===== config.mk =====
export PLATFORM = sky130hd
export DESIGN_NAME = overcurrent_fault_qualifier_flat
export DESIGN_NICKNAME = d
export VERILOG_FILES = /design/src/design/ofq_pkg.sv /design/src/design/ofq_item_if.sv /design/src/design/ofq_result_if.sv /design/src/design/ofq_cfg_regs.sv /design/src/design/ofq_core.sv /design/src/design/overcurrent_fault_qualifier.sv /design/src/flat_wrapper.sv
export SDC_FILE = /design/constraint.sdc
export NUM_CORES = 1
export LEC_CHECK = 0
export BUFFER_PORTS_ARGS = -buffer_cell sky130_fd_sc_hd__buf_2
export CAP_MARGIN = 20
export CORE_MARGIN = 2
export CORE_UTILIZATION = 55
export DETAILED_ROUTE_END_ITERATION = 16
export PLACE_DENSITY = 0.77
export SYNTH_ARGS = -nofsm -noshare
export SYNTH_HDL_FRONTEND = slang
export SYNTH_SLANG_ARGS = --single-unit

===== constraint.sdc =====
create_clock -name clk -period 3.3 [get_ports clk]
set_clock_uncertainty 0.15 [all_clocks]
set_input_delay 0.165 -clock clk [delete_from_list [all_inputs] [get_ports clk]]
set_output_delay 0.165 -clock clk [all_outputs]
set_load 0.005 [all_outputs]

===== src/design/ofq_pkg.sv =====
// ----------------------------------------------------------------------------
// ofq_pkg
// Shared types and codes for the overcurrent fault qualifier: event codes,
// result codes, configuration register indexes and the structs between blocks.
// ----------------------------------------------------------------------------
package ofq_pkg;

    localparam int unsigned CurrentWidth = 16;
    localparam int unsigned TimeWidth    = 16;
    localparam int unsigned CountWidth   = 8;
    localparam int unsigned CfgIdxWidth  = 2;
    localparam int unsigned CfgDataWidth = 16;

    typedef logic [CurrentWidth-1:0] ofq_current_t;
    typedef logic [TimeWidth-1:0]    ofq_time_t;
    typedef logic [CountWidth-1:0]   ofq_count_t;

    typedef enum logic [1:0] {
        OP_CHECK       = 2'd0,
        OP_TICK        = 2'd1,
        OP_CLR_FAULT   = 2'd2,
        OP_CLR_REPEAT  = 2'd3
    } ofq_op_t;

    typedef enum logic [1:0] {
        EV_NONE   = 2'd0,
        EV_DETECT = 2'd1,
        EV_LATCH  = 2'd2
    } ofq_event_t;

    localparam logic [CfgIdxWidth-1:0] CFG_CURRENT_LIMIT = 2'd0;
    localparam logic [CfgIdxWidth-1:0] CFG_NOISE_TIME    = 2'd1;
    localparam logic [CfgIdxWidth-1:0] CFG_REPEAT_LIMIT  = 2'd2;
    localparam logic [CfgIdxWidth-1:0] CFG_WINDOW_TIME   = 2'd3;

    localparam ofq_current_t RST_CURRENT_LIMIT = 16'd10000;
    localparam ofq_time_t    RST_NOISE_TIME    = 16'd100;
    localparam ofq_count_t   RST_REPEAT_LIMIT  = 8'd3;
    localparam ofq_time_t    RST_WINDOW_TIME   = 16'd1000;

    typedef struct packed {
        ofq_current_t current_limit;
        ofq_time_t    noise_time;
        ofq_count_t   repeat_limit;
        ofq_time_t    window_time;
    } ofq_cfg_t;

    typedef struct packed {
        ofq_op_t      operation;
        ofq_current_t current_sample;
        logic         motion_paused;
    } ofq_item_t;

    typedef struct packed {
        logic       fault;
        ofq_count_t repeat_count;
        ofq_event_t event_res;
    } ofq_res_t;

endpackage


===== src/design/ofq_item_if.sv =====
// ----------------------------------------------------------------------------
// ofq_item_if
// Input channel: one event beat with valid/ready handshake.
// ----------------------------------------------------------------------------
interface ofq_item_if
    import ofq_pkg::*;
();
    logic         valid;
    logic         ready;
    logic [1:0]   operation;
    ofq_current_t current_sample;
    logic         motion_paused;

    modport source (output valid, output operation, output current_sample,
                    output motion_paused, input ready);
    modport sink   (input valid, input operation, input current_sample,
                    input motion_paused, output ready);
endinterface


===== src/design/ofq_result_if.sv =====
// ----------------------------------------------------------------------------
// ofq_result_if
// Output channel: one result beat with valid/ready handshake.
// ----------------------------------------------------------------------------
interface ofq_result_if
    import ofq_pkg::*;
();
    logic       valid;
    logic       ready;
    logic       fault;
    ofq_count_t repeat_count;
    logic [1:0] event_res;

    modport source (output valid, output fault, output repeat_count,
                    output event_res, input ready);
    modport sink   (input valid, input fault, input repeat_count,
                    input event_res, output ready);
endinterface


===== src/design/ofq_cfg_regs.sv =====
// ----------------------------------------------------------------------------
// ofq_cfg_regs
// Configuration register file: limit, noise time, repeat limit, window time.
// ----------------------------------------------------------------------------
module ofq_cfg_regs
    import ofq_pkg::*;
(
    input  logic                    clk,
    input  logic                    rst_n,
    input  logic                    cfg_we,
    input  logic [CfgIdxWidth-1:0]  cfg_index,
    input  logic [CfgDataWidth-1:0] cfg_wdata,
    output ofq_cfg_t                cfg
);

    ofq_cfg_t cfg_reg;
    ofq_cfg_t cfg_next;

    always_comb
    begin
        cfg_next = cfg_reg;
        if (cfg_we)
        begin
            unique case (cfg_index)
                CFG_CURRENT_LIMIT: cfg_next.current_limit = cfg_wdata;
                CFG_NOISE_TIME:    cfg_next.noise_time    = cfg_wdata;
                CFG_REPEAT_LIMIT:  cfg_next.repeat_limit  = cfg_wdata[CountWidth-1:0];
                CFG_WINDOW_TIME:   cfg_next.window_time   = cfg_wdata;
                default:           cfg_next = cfg_reg;
            endcase
        end
    end

    always_ff @(posedge clk or negedge rst_n)
    begin
        if (!rst_n)
        begin
            cfg_reg.current_limit <= RST_CURRENT_LIMIT;
            cfg_reg.noise_time    <= RST_NOISE_TIME;
            cfg_reg.repeat_limit  <= RST_REPEAT_LIMIT;
            cfg_reg.window_time   <= RST_WINDOW_TIME;
        end
        else
        begin
            cfg_reg <= cfg_next;
        end
    end

    assign cfg = cfg_reg;

endmodule


===== src/design/ofq_core.sv =====
// ----------------------------------------------------------------------------
// ofq_core
// Qualifier state and its single-pass update: noise timer, window timer,
// detection count and fault latch. Produces the result of the current beat.
// ----------------------------------------------------------------------------
module ofq_core
    import ofq_pkg::*;
(
    input  logic      clk,
    input  logic      rst_n,
    input  logic      fire,
    input  ofq_item_t item,
    input  ofq_cfg_t  cfg,
    output ofq_res_t  res_next
);

    typedef struct packed {
        ofq_time_t  noise_timer;
        logic       noise_running;
        logic       noise_expired;
        ofq_time_t  window_timer;
        logic       window_expired;
        ofq_count_t detect_count;
        logic       fault_latch;
    } ofq_state_t;

    ofq_state_t st_reg;
    ofq_state_t st_next;
    ofq_event_t ev;
    ofq_count_t count_inc;
    ofq_time_t  noise_dec;
    ofq_time_t  window_dec;
    logic       over;

    assign over       = item.current_sample >= cfg.current_limit;
    assign count_inc  = st_reg.detect_count + ofq_count_t'(1);
    assign noise_dec  = st_reg.noise_timer - ofq_time_t'(1);
    assign window_dec = st_reg.window_timer - ofq_time_t'(1);

    always_comb
    begin
        st_next = st_reg;
        ev      = EV_NONE;
        unique case (item.operation)
            OP_CHECK:
            begin
                if (!item.motion_paused)
                begin
                    if (over)
                    begin
                        if (!st_reg.fault_latch)
                        begin
                            if (!st_reg.noise_running)
                            begin
                                if (cfg.noise_time == '0)
                                begin
                                    st_next.noise_expired = 1'b1;
                                    st_next.noise_timer   = '0;
                                end
                                else
                                begin
                                    st_next.noise_timer   = cfg.noise_time;
                                    st_next.noise_running = 1'b1;
                                    st_next.noise_expired = 1'b0;
                                end
                            end
                            else if (st_reg.noise_expired)
                            begin
                                st_next.noise_timer   = '0;
                                st_next.noise_running = 1'b0;
                                if (count_inc >= cfg.repeat_limit)
                                begin
                                    st_next.fault_latch  = 1'b1;
                                    st_next.detect_count = '0;
                                    st_next.window_timer = '0;
                                    ev                   = EV_LATCH;
                                end
                                else
                                begin
                                    st_next.detect_count = count_inc;
                                    if (cfg.window_time == '0)
                                    begin
                                        st_next.window_expired = 1'b1;
                                        st_next.window_timer   = '0;
                                    end
                                    else
                                    begin
                                        st_next.window_timer   = cfg.window_time;
                                        st_next.window_expired = 1'b0;
                                    end
                                    ev = EV_DETECT;
                                end
                            end
                        end
                    end
                    else
                    begin
                        st_next.noise_timer   = '0;
                        st_next.noise_running = 1'b0;
                    end
                    // expired window drops the repeat count
                    if (st_next.window_expired)
                    begin
                        st_next.noise_timer    = '0;
                        st_next.detect_count   = '0;
                        st_next.noise_running  = 1'b0;
                        st_next.window_timer   = '0;
                        st_next.window_expired = 1'b0;
                    end
                end
            end
            OP_TICK:
            begin
                if (st_reg.noise_timer != '0)
                begin
                    st_next.noise_timer   = noise_dec;
                    st_next.noise_expired = (noise_dec == '0);
                end
                if (st_reg.window_timer != '0)
                begin
                    st_next.window_timer   = window_dec;
                    st_next.window_expired = (window_dec == '0);
                end
            end
            OP_CLR_FAULT:
            begin
                st_next.fault_latch = 1'b0;
            end
            OP_CLR_REPEAT:
            begin
                st_next.noise_timer    = '0;
                st_next.detect_count   = '0;
                st_next.noise_running  = 1'b0;
                st_next.window_timer   = '0;
                st_next.window_expired = 1'b0;
            end
            default:
            begin
                st_next = st_reg;
            end
        endcase
    end

    always_ff @(posedge clk or negedge rst_n)
    begin
        if (!rst_n)
        begin
            st_reg <= '0;
        end
        else if (fire)
        begin
            st_reg <= st_next;
        end
    end

    assign res_next.fault        = st_next.fault_latch;
    assign res_next.repeat_count = st_next.detect_count;
    assign res_next.event_res    = ev;

endmodule


===== src/design/overcurrent_fault_qualifier.sv =====
// ----------------------------------------------------------------------------
// overcurrent_fault_qualifier
// Qualifies motor overcurrent checks and millisecond ticks into a latched fault.
//
//   channel  dir  handshake      beat contents
//   item     in   valid/ready    operation, current_sample, motion_paused
//   result   out  valid/ready    fault, repeat_count, event_res
//   cfg      in   cfg_we         cfg_index, cfg_wdata (no read-back)
//
// One beat per cycle sustained while results are taken; an item passes through
// the input register, then the state update and result register in one pass.
// A stalled result holds the result register and backs up into the input
// register; both free up in the same cycle the result is taken.
// Reset clears all qualifier state and loads the register defaults.
// ----------------------------------------------------------------------------
module overcurrent_fault_qualifier
    import ofq_pkg::*;
(
    input  logic                    clk,
    input  logic                    rst_n,
    ofq_item_if.sink                item,
    ofq_result_if.source            result,
    input  logic                    cfg_we,
    input  logic [CfgIdxWidth-1:0]  cfg_index,
    input  logic [CfgDataWidth-1:0] cfg_wdata
);

    ofq_cfg_t  cfg;
    ofq_item_t item_reg;
    logic      item_vld_reg;
    ofq_res_t  res_reg;
    logic      res_vld_reg;
    ofq_res_t  res_next;
    logic      res_free;
    logic      fire;
    logic      take;

    assign res_free   = !res_vld_reg || result.ready;
    assign fire       = item_vld_reg && res_free;
    assign item.ready = !item_vld_reg || fire;
    assign take       = item.valid && item.ready;

    ofq_cfg_regs u_cfg (
        .clk       (clk),
        .rst_n     (rst_n),
        .cfg_we    (cfg_we),
        .cfg_index (cfg_index),
        .cfg_wdata (cfg_wdata),
        .cfg       (cfg)
    );

    ofq_core u_core (
        .clk      (clk),
        .rst_n    (rst_n),
        .fire     (fire),
        .item     (item_reg),
        .cfg      (cfg),
        .res_next (res_next)
    );

    always_ff @(posedge clk or negedge rst_n)
    begin
        if (!rst_n)
        begin
            item_vld_reg <= 1'b0;
            res_vld_reg  <= 1'b0;
        end
        else
        begin
            if (item.ready)
            begin
                item_vld_reg <= item.valid;
            end
            if (res_free)
            begin
                res_vld_reg <= fire;
            end
        end
    end

    always_ff @(posedge clk)
    begin
        if (take)
        begin
            item_reg.operation      <= ofq_op_t'(item.operation);
            item_reg.current_sample <= item.current_sample;
            item_reg.motion_paused  <= item.motion_paused;
        end
        if (fire)
        begin
            res_reg <= res_next;
        end
    end

    assign result.valid        = res_vld_reg;
    assign result.fault        = res_reg.fault;
    assign result.repeat_count = res_reg.repeat_count;
    assign result.event_res    = res_reg.event_res;

    a_latch_sets_fault: assert property (@(posedge clk) disable iff (!rst_n)
        res_vld_reg && res_reg.event_res == EV_LATCH |-> res_reg.fault
                                                      && res_reg.repeat_count == '0)
        else $error("latch event without fault or with nonzero count");

    a_detect_needs_no_fault: assert property (@(posedge clk) disable iff (!rst_n)
        res_vld_reg && res_reg.event_res == EV_DETECT |-> !res_reg.fault)
        else $error("detection reported while fault latched");

    a_clr_fault: assert property (@(posedge clk) disable iff (!rst_n)
        fire && item_reg.operation == OP_CLR_FAULT |=> !res_reg.fault
                                                     && res_reg.event_res == EV_NONE)
        else $error("fault clear did not clear fault");

    a_clr_repeat: assert property (@(posedge clk) disable iff (!rst_n)
        fire && item_reg.operation == OP_CLR_REPEAT |=> res_reg.repeat_count == '0)
        else $error("repeat clear left a nonzero count");

endmodule


===== src/flat_wrapper.sv =====
// flat-port wrapper written by rule: the top's interface ports become plain ports
module overcurrent_fault_qualifier_flat import ofq_pkg::*;
  (clk, rst_n, cfg_we, cfg_index, cfg_wdata, item_valid, item_operation, item_current_sample, item_motion_paused, item_ready, result_valid, result_fault, result_repeat_count, result_event_res, result_ready);
  ofq_item_if item_i ();
  ofq_result_if result_i ();
  input  logic clk;
  input  logic rst_n;
  input  logic cfg_we;
  input  logic [CfgIdxWidth-1:0] cfg_index;
  input  logic [CfgDataWidth-1:0] cfg_wdata;
  input wire logic [$bits(item_i.valid)-1:0] item_valid;
  input wire logic [$bits(item_i.operation)-1:0] item_operation;
  input wire logic [$bits(item_i.current_sample)-1:0] item_current_sample;
  input wire logic [$bits(item_i.motion_paused)-1:0] item_motion_paused;
  output wire logic [$bits(item_i.ready)-1:0] item_ready;
  output wire logic [$bits(result_i.valid)-1:0] result_valid;
  output wire logic [$bits(result_i.fault)-1:0] result_fault;
  output wire logic [$bits(result_i.repeat_count)-1:0] result_repeat_count;
  output wire logic [$bits(result_i.event_res)-1:0] result_event_res;
  input wire logic [$bits(result_i.ready)-1:0] result_ready;
  assign item_i.valid = item_valid;
  assign item_i.operation = item_operation;
  assign item_i.current_sample = item_current_sample;
  assign item_i.motion_paused = item_motion_paused;
  assign item_ready = item_i.ready;
  assign result_valid = result_i.valid;
  assign result_fault = result_i.fault;
  assign result_repeat_count = result_i.repeat_count;
  assign result_event_res = result_i.event_res;
  assign result_i.ready = result_ready;
  overcurrent_fault_qualifier u_core (.clk(clk), .rst_n(rst_n), .item(item_i), .result(result_i), .cfg_we(cfg_we), .cfg_index(cfg_index), .cfg_wdata(cfg_wdata));
endmodule

Yosys cells after proc, flatten, opt, wreduce, memory -nomap -nowiden
Cells that the tools add are included.
{"block": "word_totals", "regBits": 132, "in_bits": 42, "output_inout_bits": 13, "elab_cells": 104}
{"block": "op_classes", "add_sub_neg": 3, "n_lt_le_gt_ge": 2, "n_eq_ne": 18, "muxes": 31, "bitwise": 4, "n_reduce_logical": 27}
{"op": "$mux W17", "count": 6}
{"op": "$mux W44", "count": 2}
{"op": "$mux W27", "count": 3}
{"op": "$logic_not A16 Y1", "count": 4}
{"op": "$mux W26", "count": 2}
{"op": "$pmux W17 S3", "count": 1}
{"op": "$mux W16", "count": 3}
{"op": "$pmux W16 S3", "count": 1}
{"op": "$reduce_bool A16 Y1", "count": 2}
{"op": "$sub A16 B1 Y16 const B", "count": 2}
{"op": "$mux W25", "count": 1}
{"op": "$ge A16 B16 Y1", "count": 1}
{"op": "$pmux W8 S2", "count": 1}
{"op": "$ne A2 B2 Y1 const B", "count": 6}
{"op": "$ne A3 B2 Y1 const B", "count": 4}
{"op": "$add A8 B1 Y8 const B", "count": 1}
{"op": "$eq A2 B2 Y1 const B", "count": 4}
{"op": "$ge A8 B8 Y1", "count": 1}
{"op": "$mux W8", "count": 1}
{"op": "$reduce_and A2 Y1", "count": 4}
{"op": "$reduce_and A4 Y1", "count": 2}
{"op": "$reduce_and A8 Y1", "count": 1}
{"op": "$reduce_and A7 Y1", "count": 1}
{"op": "$mux W1", "count": 6}
{"op": "other kinds (14)", "count": 25}

Logic depth before layout (Yosys ltp)
{"block": "logic_depth", "word_depth": 12, "ltp_mapped": 15, "mapped_depth_nobuf": 12}

Cells and area by module
A second synthesis with hierarchy kept.
{"block": "unflattened", "cells_unflattened": 686, "area_unflattened_um2": 7429.6}
{"module": "ofq_core", "n_inst": 1, "cells_each": 529, "area_per_inst_um2": 4297.9, "seq_area_each_um2": 1101.1}
{"module": "ofq_cfg_regs", "n_inst": 1, "cells_each": 119, "area_per_inst_um2": 2127.0, "seq_area_each_um2": 1421.4}
{"module": "overcurrent_fault_qualifier", "n_inst": 1, "cells_each": 38, "area_per_inst_um2": 1004.7, "seq_area_each_um2": 950.9}

Worst setup path before layout
No wires, ideal clock.
{"block": "synth_timing", "kind": "reg-to-reg", "startpoint": "reg u_core.u_core.st_reg[3] in the netlist's numbering", "endpoint": "reg u_core.u_core.st_reg[42] in the netlist's numbering", "setup_time_ns": 0.126, "arrival_ns": 3.210, "required_ns": 3.024, "slack_ns": -0.186, "stages_incl_launch_ff": 15, "n_path_buf": 2, "synth_period_minus_slack_ns": 3.486, "cell_sequence": "dfrtp_1 > clkbuf_1 > nand3_1 > nor2_1 > nand3_1 > xnor2_1 > ha_1 > and2_1 > a221oi_1 > o211ai_1 > and3_1 > o41ai_4 > buf_6 > o21ai_1 > a221o_1"}
{"block": "synth_via", "elab_chain_len": 12, "elab_cells_between_ends": 15, "classes_between": "1 x add/sub; 1 x order compare; 2 x eq/ne; 10 x mux; 1 x reduce/logical"}
{"element": "from (decl)", "line_no": "ofq_core.sv:27", "rtl": "ofq_state_t st_reg;"}
{"element": "from (signal assigned)", "line_no": "ofq_core.sv:152", "rtl": "st_reg <= st_next;"}
{"element": "$add A8 B1 Y8 (*)", "line_no": "ofq_core.sv:36", "rtl": "assign count_inc = st_reg.detect_count + ofq_count_t'(1);"}
{"element": "$ge A8 B8 Y1 (*)", "line_no": "ofq_core.sv:71", "rtl": "if (count_inc >= cfg.repeat_limit)"}
{"element": "$mux W1 (*)", "line_no": "ofq_core.sv:71"}
{"element": "$mux W26 (*)", "line_no": "ofq_core.sv:67", "rtl": "else if (st_reg.noise_expired)"}
{"element": "$mux W26 (*)", "line_no": "ofq_core.sv:53", "rtl": "if (!st_reg.noise_running)"}
{"element": "$mux W44 (*)", "line_no": "ofq_core.sv:51", "rtl": "if (!st_reg.fault_latch)"}
{"element": "$mux W27 (*)", "line_no": "ofq_core.sv:49", "rtl": "if (over)"}
{"element": "$mux W27 (*)", "line_no": "ofq_core.sv:47", "rtl": "if (!item.motion_paused)"}
{"element": "$mux W27 (*)", "line_no": "ofq_core.sv:44", "rtl": "unique case (item.operation)"}
{"element": "$mux W17", "line_no": "ofq_core.sv:102", "rtl": "if (st_next.window_expired)"}
{"element": "$mux W44", "line_no": "ofq_core.sv:47"}
{"element": "$pmux W16 S3", "line_no": "ofq_core.sv:44"}
Every way passes the cells marked *; elsewhere a longest branch is shown, timed or not. The select of a mux whose other input is x is not followed.
A chain may end at the register's enable or synchronous reset.

Worst setup path after layout
{"block": "layout_timing", "startpoint": "reg u_core.u_core.st_reg[2] in the netlist's numbering", "endpoint": "reg u_core.u_core.st_reg[41] in the netlist's numbering"}
The elaborated chain is that of the path after synthesis.

==> flow_summary.rst <==
.. list-table::
   :header-rows: 1

   * - Metric
     - Value
   * - Sequential fraction of the synthesis area
     - 0.485
   * - Net Count, Synth
     - roughly 770
   * - Cell variety after synth
     - 70
   * - Post-synthesis instance total
     - around 690
   * - Syn Area/Cell
     - about 10 um^2
   * - Syn Std Cell Area
     - 0.00716 mm^2
   * - Final instance area
     - 0.00902 mm^2
   * - Delay of the slowest cell on the worst path
     - ~490 ps
   * - Cell type of the slowest stage on the worst timing path
     - sky130_fd_sc_hd__or4_1
   * - Clock network power share
     - 0.300
   * - EDFF count, synth
     - 30
   * - Gate power share
     - 0.293
   * - # port buffers
     - 54
   * - Worst Path Buf+Inv
     - 2
   * - Die width
     - roughly 120 um
   * - Fraction of final layout cells with drive strength greater than 1
     - 0.277
   * - # fillers
     - a little under 900
   * - Mean number of vias per cell
     - around 6
   * - Count of maximum capacitance violations
     - 0
   * - Routed WL
     - approximately 20,000 um
   * - Number of remaining DRC errors
     - 0
   * - Height of the die
     - ~120 um
   * - Fraction of registers with async set/reset
     - 0.773
   * - GR Util All Layers
     - 0.291
   * - Shortest clock period the worst path allows after layout
     - 3290 ps
   * - Maximum number of pins on one net before global-route repair
     - 87
   * - Unrepaired setup endpoints after global routing
     - true
   * - Leftover overflow at the end of global routing
     - 0
   * - Io pins
     - 55
   * - Hold slack
     - -7.84 ps
   * - Critical path fanouts, max
     - 7
   * - Category of cells accounting for the largest share of critical-path delay
     - simple AND/OR/NAND/NOR gates
   * - Largest voltage drop on the vdd net
     - between 0.4 and 0.5 mV
   * - Final hold viol count
     - 11
   * - Reported net switching power
     - around 2 mW
   * - Violated checks
     - hold timing
   * - Pins Over Slew Limit
     - 0
   * - Number of iterations in the first detailed-routing pass
     - 5
   * - Top FF cell, synth
     - sky130_fd_sc_hd__dfrtp_1
   * - Clk Tree Root Cell
     - sky130_fd_sc_hd__clkbuf_16
   * - Final clock period utilization by the worst path
     - 0.997
   * - Type of the setup path with the least slack
     - reg -> reg
   * - DRT iter0 DRCs
     - approximately 600
   * - Number of antenna cells inserted
     - 0
   * - Post-detailed-placement half-perimeter wirelength
     - between 10,000 and 15,000 um
   * - Reg power frac
     - 0.407
   * - Deepest level of the CTS H-tree
     - 4
   * - Routed wire length per instance
     - roughly 20 um
   * - Later-pin clock latency in the skew report
     - 430 ps
   * - Via count
     - just over 6,000
   * - Switch share
     - 0.345
   * - Run status
     - finished with violations
   * - Worst path most repeated cell
     - sky130_fd_sc_hd__buf_6
   * - Type of element capturing the critical path
     - flip-flop
   * - Gp weighted congestion
     - between 0.9 and 1
   * - Number of global-route vias before repair
     - slightly above 6,000
   * - Hold crit path type
     - in -> async
   * - Inserted Clock Buffers
     - 17
   * - Cells along the critical path
     - nand2_2 -> nor2_4 -> nand3_2 -> xnor2_2 -> ha_1 -> buf_6 -> a221oi_4 -> o211ai_1 -> a21oi_2 -> o41ai_4 -> buf_6 -> or4_1 -> nand3_1
   * - Multi-input gate area
     - 0.00356 mm^2
   * - Power density normalized to cell area
     - about 640 mW/mm^2
   * - Required time of the critical path
     - around 3500 ps
   * - Post-CTS clock slew at the launch and capture registers of the worst setup and hold paths
     - 60 ps
   * - Clock buffer depth
     - 2
   * - Site Rows
     - roughly 40
   * - Relative max-transition margin
     - 0.369
   * - Placement-stage cell area
     - 0.00778 mm^2
   * - Clock tree from TritonCTS
     - built
   * - Routed Antenna Nets
     - 0
   * - Global-route wire length before repair
     - approximately 32,000 um
   * - Worst-Margin Slew
     - roughly 950 ps
   * - Syn. warnings
     - 0
   * - Highest-count cells in the layout ignoring fill and taps
     - 85 x sky130_fd_sc_hd__dfrtp_1, 66 x sky130_fd_sc_hd__nand2_1, 53 x sky130_fd_sc_hd__buf_2
   * - Seq. cell area
     - around 0.0035 mm^2
   * - Register bit total from synthesis
     - between 100 and 150
   * - Number of sinks driven by the clock tree
     - between 100 and 150
   * - Setup WS post-layout
     - 9.33 ps
   * - Minimum setup slack after placement
     - -20.2 ps
   * - Setup crit start kind
     - flip-flop
   * - Effective utilization at floorplan
     - 0.565
   * - P&R area growth vs syn
     - 25.9%
   * - Final-stage net count
     - about 900
   * - Timing-limited maximum frequency
     - about 300 MHz
   * - CP arrival
     - between 3000 and 4000 ps
   * - Leakage dissipation
     - roughly 3.9 nW
   * - Max FFs per register
     - between 50 and 60
   * - Final setup violation count
     - 0
   * - Internal portion of total power
     - between 3 and 4 mW
   * - Leading cell type in the layout, fill and taps excluded
     - sky130_fd_sc_hd__dfrtp_1
   * - Die Area
     - between 0.01 and 0.015 mm^2
   * - Number of antenna violations at the first check in global routing
     - 0
   * - Area of the core
     - approximately 0.013 mm^2
## power groups by stage
stage	logic (mW)	registers (mW)	clock network, mW
5_1_grt	1.88	2.40	1.83
6_report	1.69	2.36	1.74
3_3_place_gp	1.51	2.34	0
4_1_cts	1.62	2.34	1.76
3_5_place_dp	1.56	2.36	0
2_1_floorplan	1.21	2.22	0
## area by class of cell
type	count	share of cell area
sequential	132	0.385
inverter	41	0.0171
multi-input combinational	493	0.395
clock inverter	11	0.00846
clock buffer	21	0.0522
timing repair buffer	140	0.118
tap	172	0.0239
## cell usage after synthesis (all sizes together), types with 9 or more instances
cell type / number / share of area
dfrtp: 86 / 0.30
nand2: 67 / 0.035
o21ai: 46 / 0.032
nor2: 44 / 0.023
mux2: 43 / 0.068
inv: 41 / 0.021
ha: 34 / 0.059
a21oi: 30 / 0.023
edfxtp: 30 / 0.13
nand3: 25 / 0.017
dfstp: 16 / 0.059
nor3: 16 / 0.012
nor4: 16 / 0.018
clkbuf: 14 / 0.0073
nand2b: 12 / 0.010
a22o: 11 / 0.013
buf: 11 / 0.0098
nand4: 11 / 0.0096
o211ai: 11 / 0.012
a221o: 9 / 0.013
and3: 9 / 0.0079
nand3b: 9 / 0.0094
## stage by stage
step                      utilization  hold WS, ps  std cells  setup TNS, ps  total power [mW]
after floorplan                     -         -281        691              0              3.43
after detailed placement        0.614          193        923          -47.6              3.92
after global routing            0.712         16.9       1010           -622              6.11
after global placement          0.614          192        923              0              3.85
final                           0.712        -7.84       1010              0              5.79
after CTS                       0.694          125       1001              0              5.72
## worst register-to-register path, delay by kind of cell, from the launching register on
kind,cells,cell delay [ps]
buffers and inverters,2,320
and+or+nand+nor,5,930
adders and majority gates,1,340
DFF,1,440
xor gates and xnor gates,1,180
AOI/OAI and AO/OA,4,880
## path summary, 6_finish.rpt
kind | startpoint | end | slack, ps | depth (start not counted)
setup / recovery | u_core.u_core.st_reg[2] | u_core.u_core.st_reg[41] | 9 | 13
hold / removal | rst_n | u_core.u_core.st_reg[35] | -8 | 2
setup reg to reg | u_core.u_core.st_reg[2] | u_core.u_core.st_reg[41] | 9 | 13
hold reg to reg | u_core.u_core.st_reg[41] | u_core.u_core.st_reg[41] | 360 | 2
max in group asynchronous | rst_n | u_core.u_core.st_reg[1] | 2080 | 4
min in group clk | cfg_index[0] | u_core.u_cfg.cfg[50] | 160 | 5
## routing by layer
layer  track usage  share of wire  up-vias
met3        0.0640          0.064       52
met2         0.485           0.50      265
met1         0.369           0.41     2956
met4         0.116          0.026        0
met5             0              0        -
li1              -              -     2827
## logic make-up after synthesis
family,share of synthesized area
buf+inv,0.0386
simple gates,0.174
fa+ha+maj,0.0594
compound gates,0.165
xor+xnor,0.00978
mux,0.0676
flops,0.485
## timing repair
action / 4_1_cts / 5_1_grt
resized for setup: 6 / 22
pin swaps: 4 / 15
endpoints found under the setup margin: 7 / 40
endpoints found under the hold margin: 145 / 0
setup buffers: 7 / 8
hold buffers: 39 / 0
(Power assumes the default switching activity.)
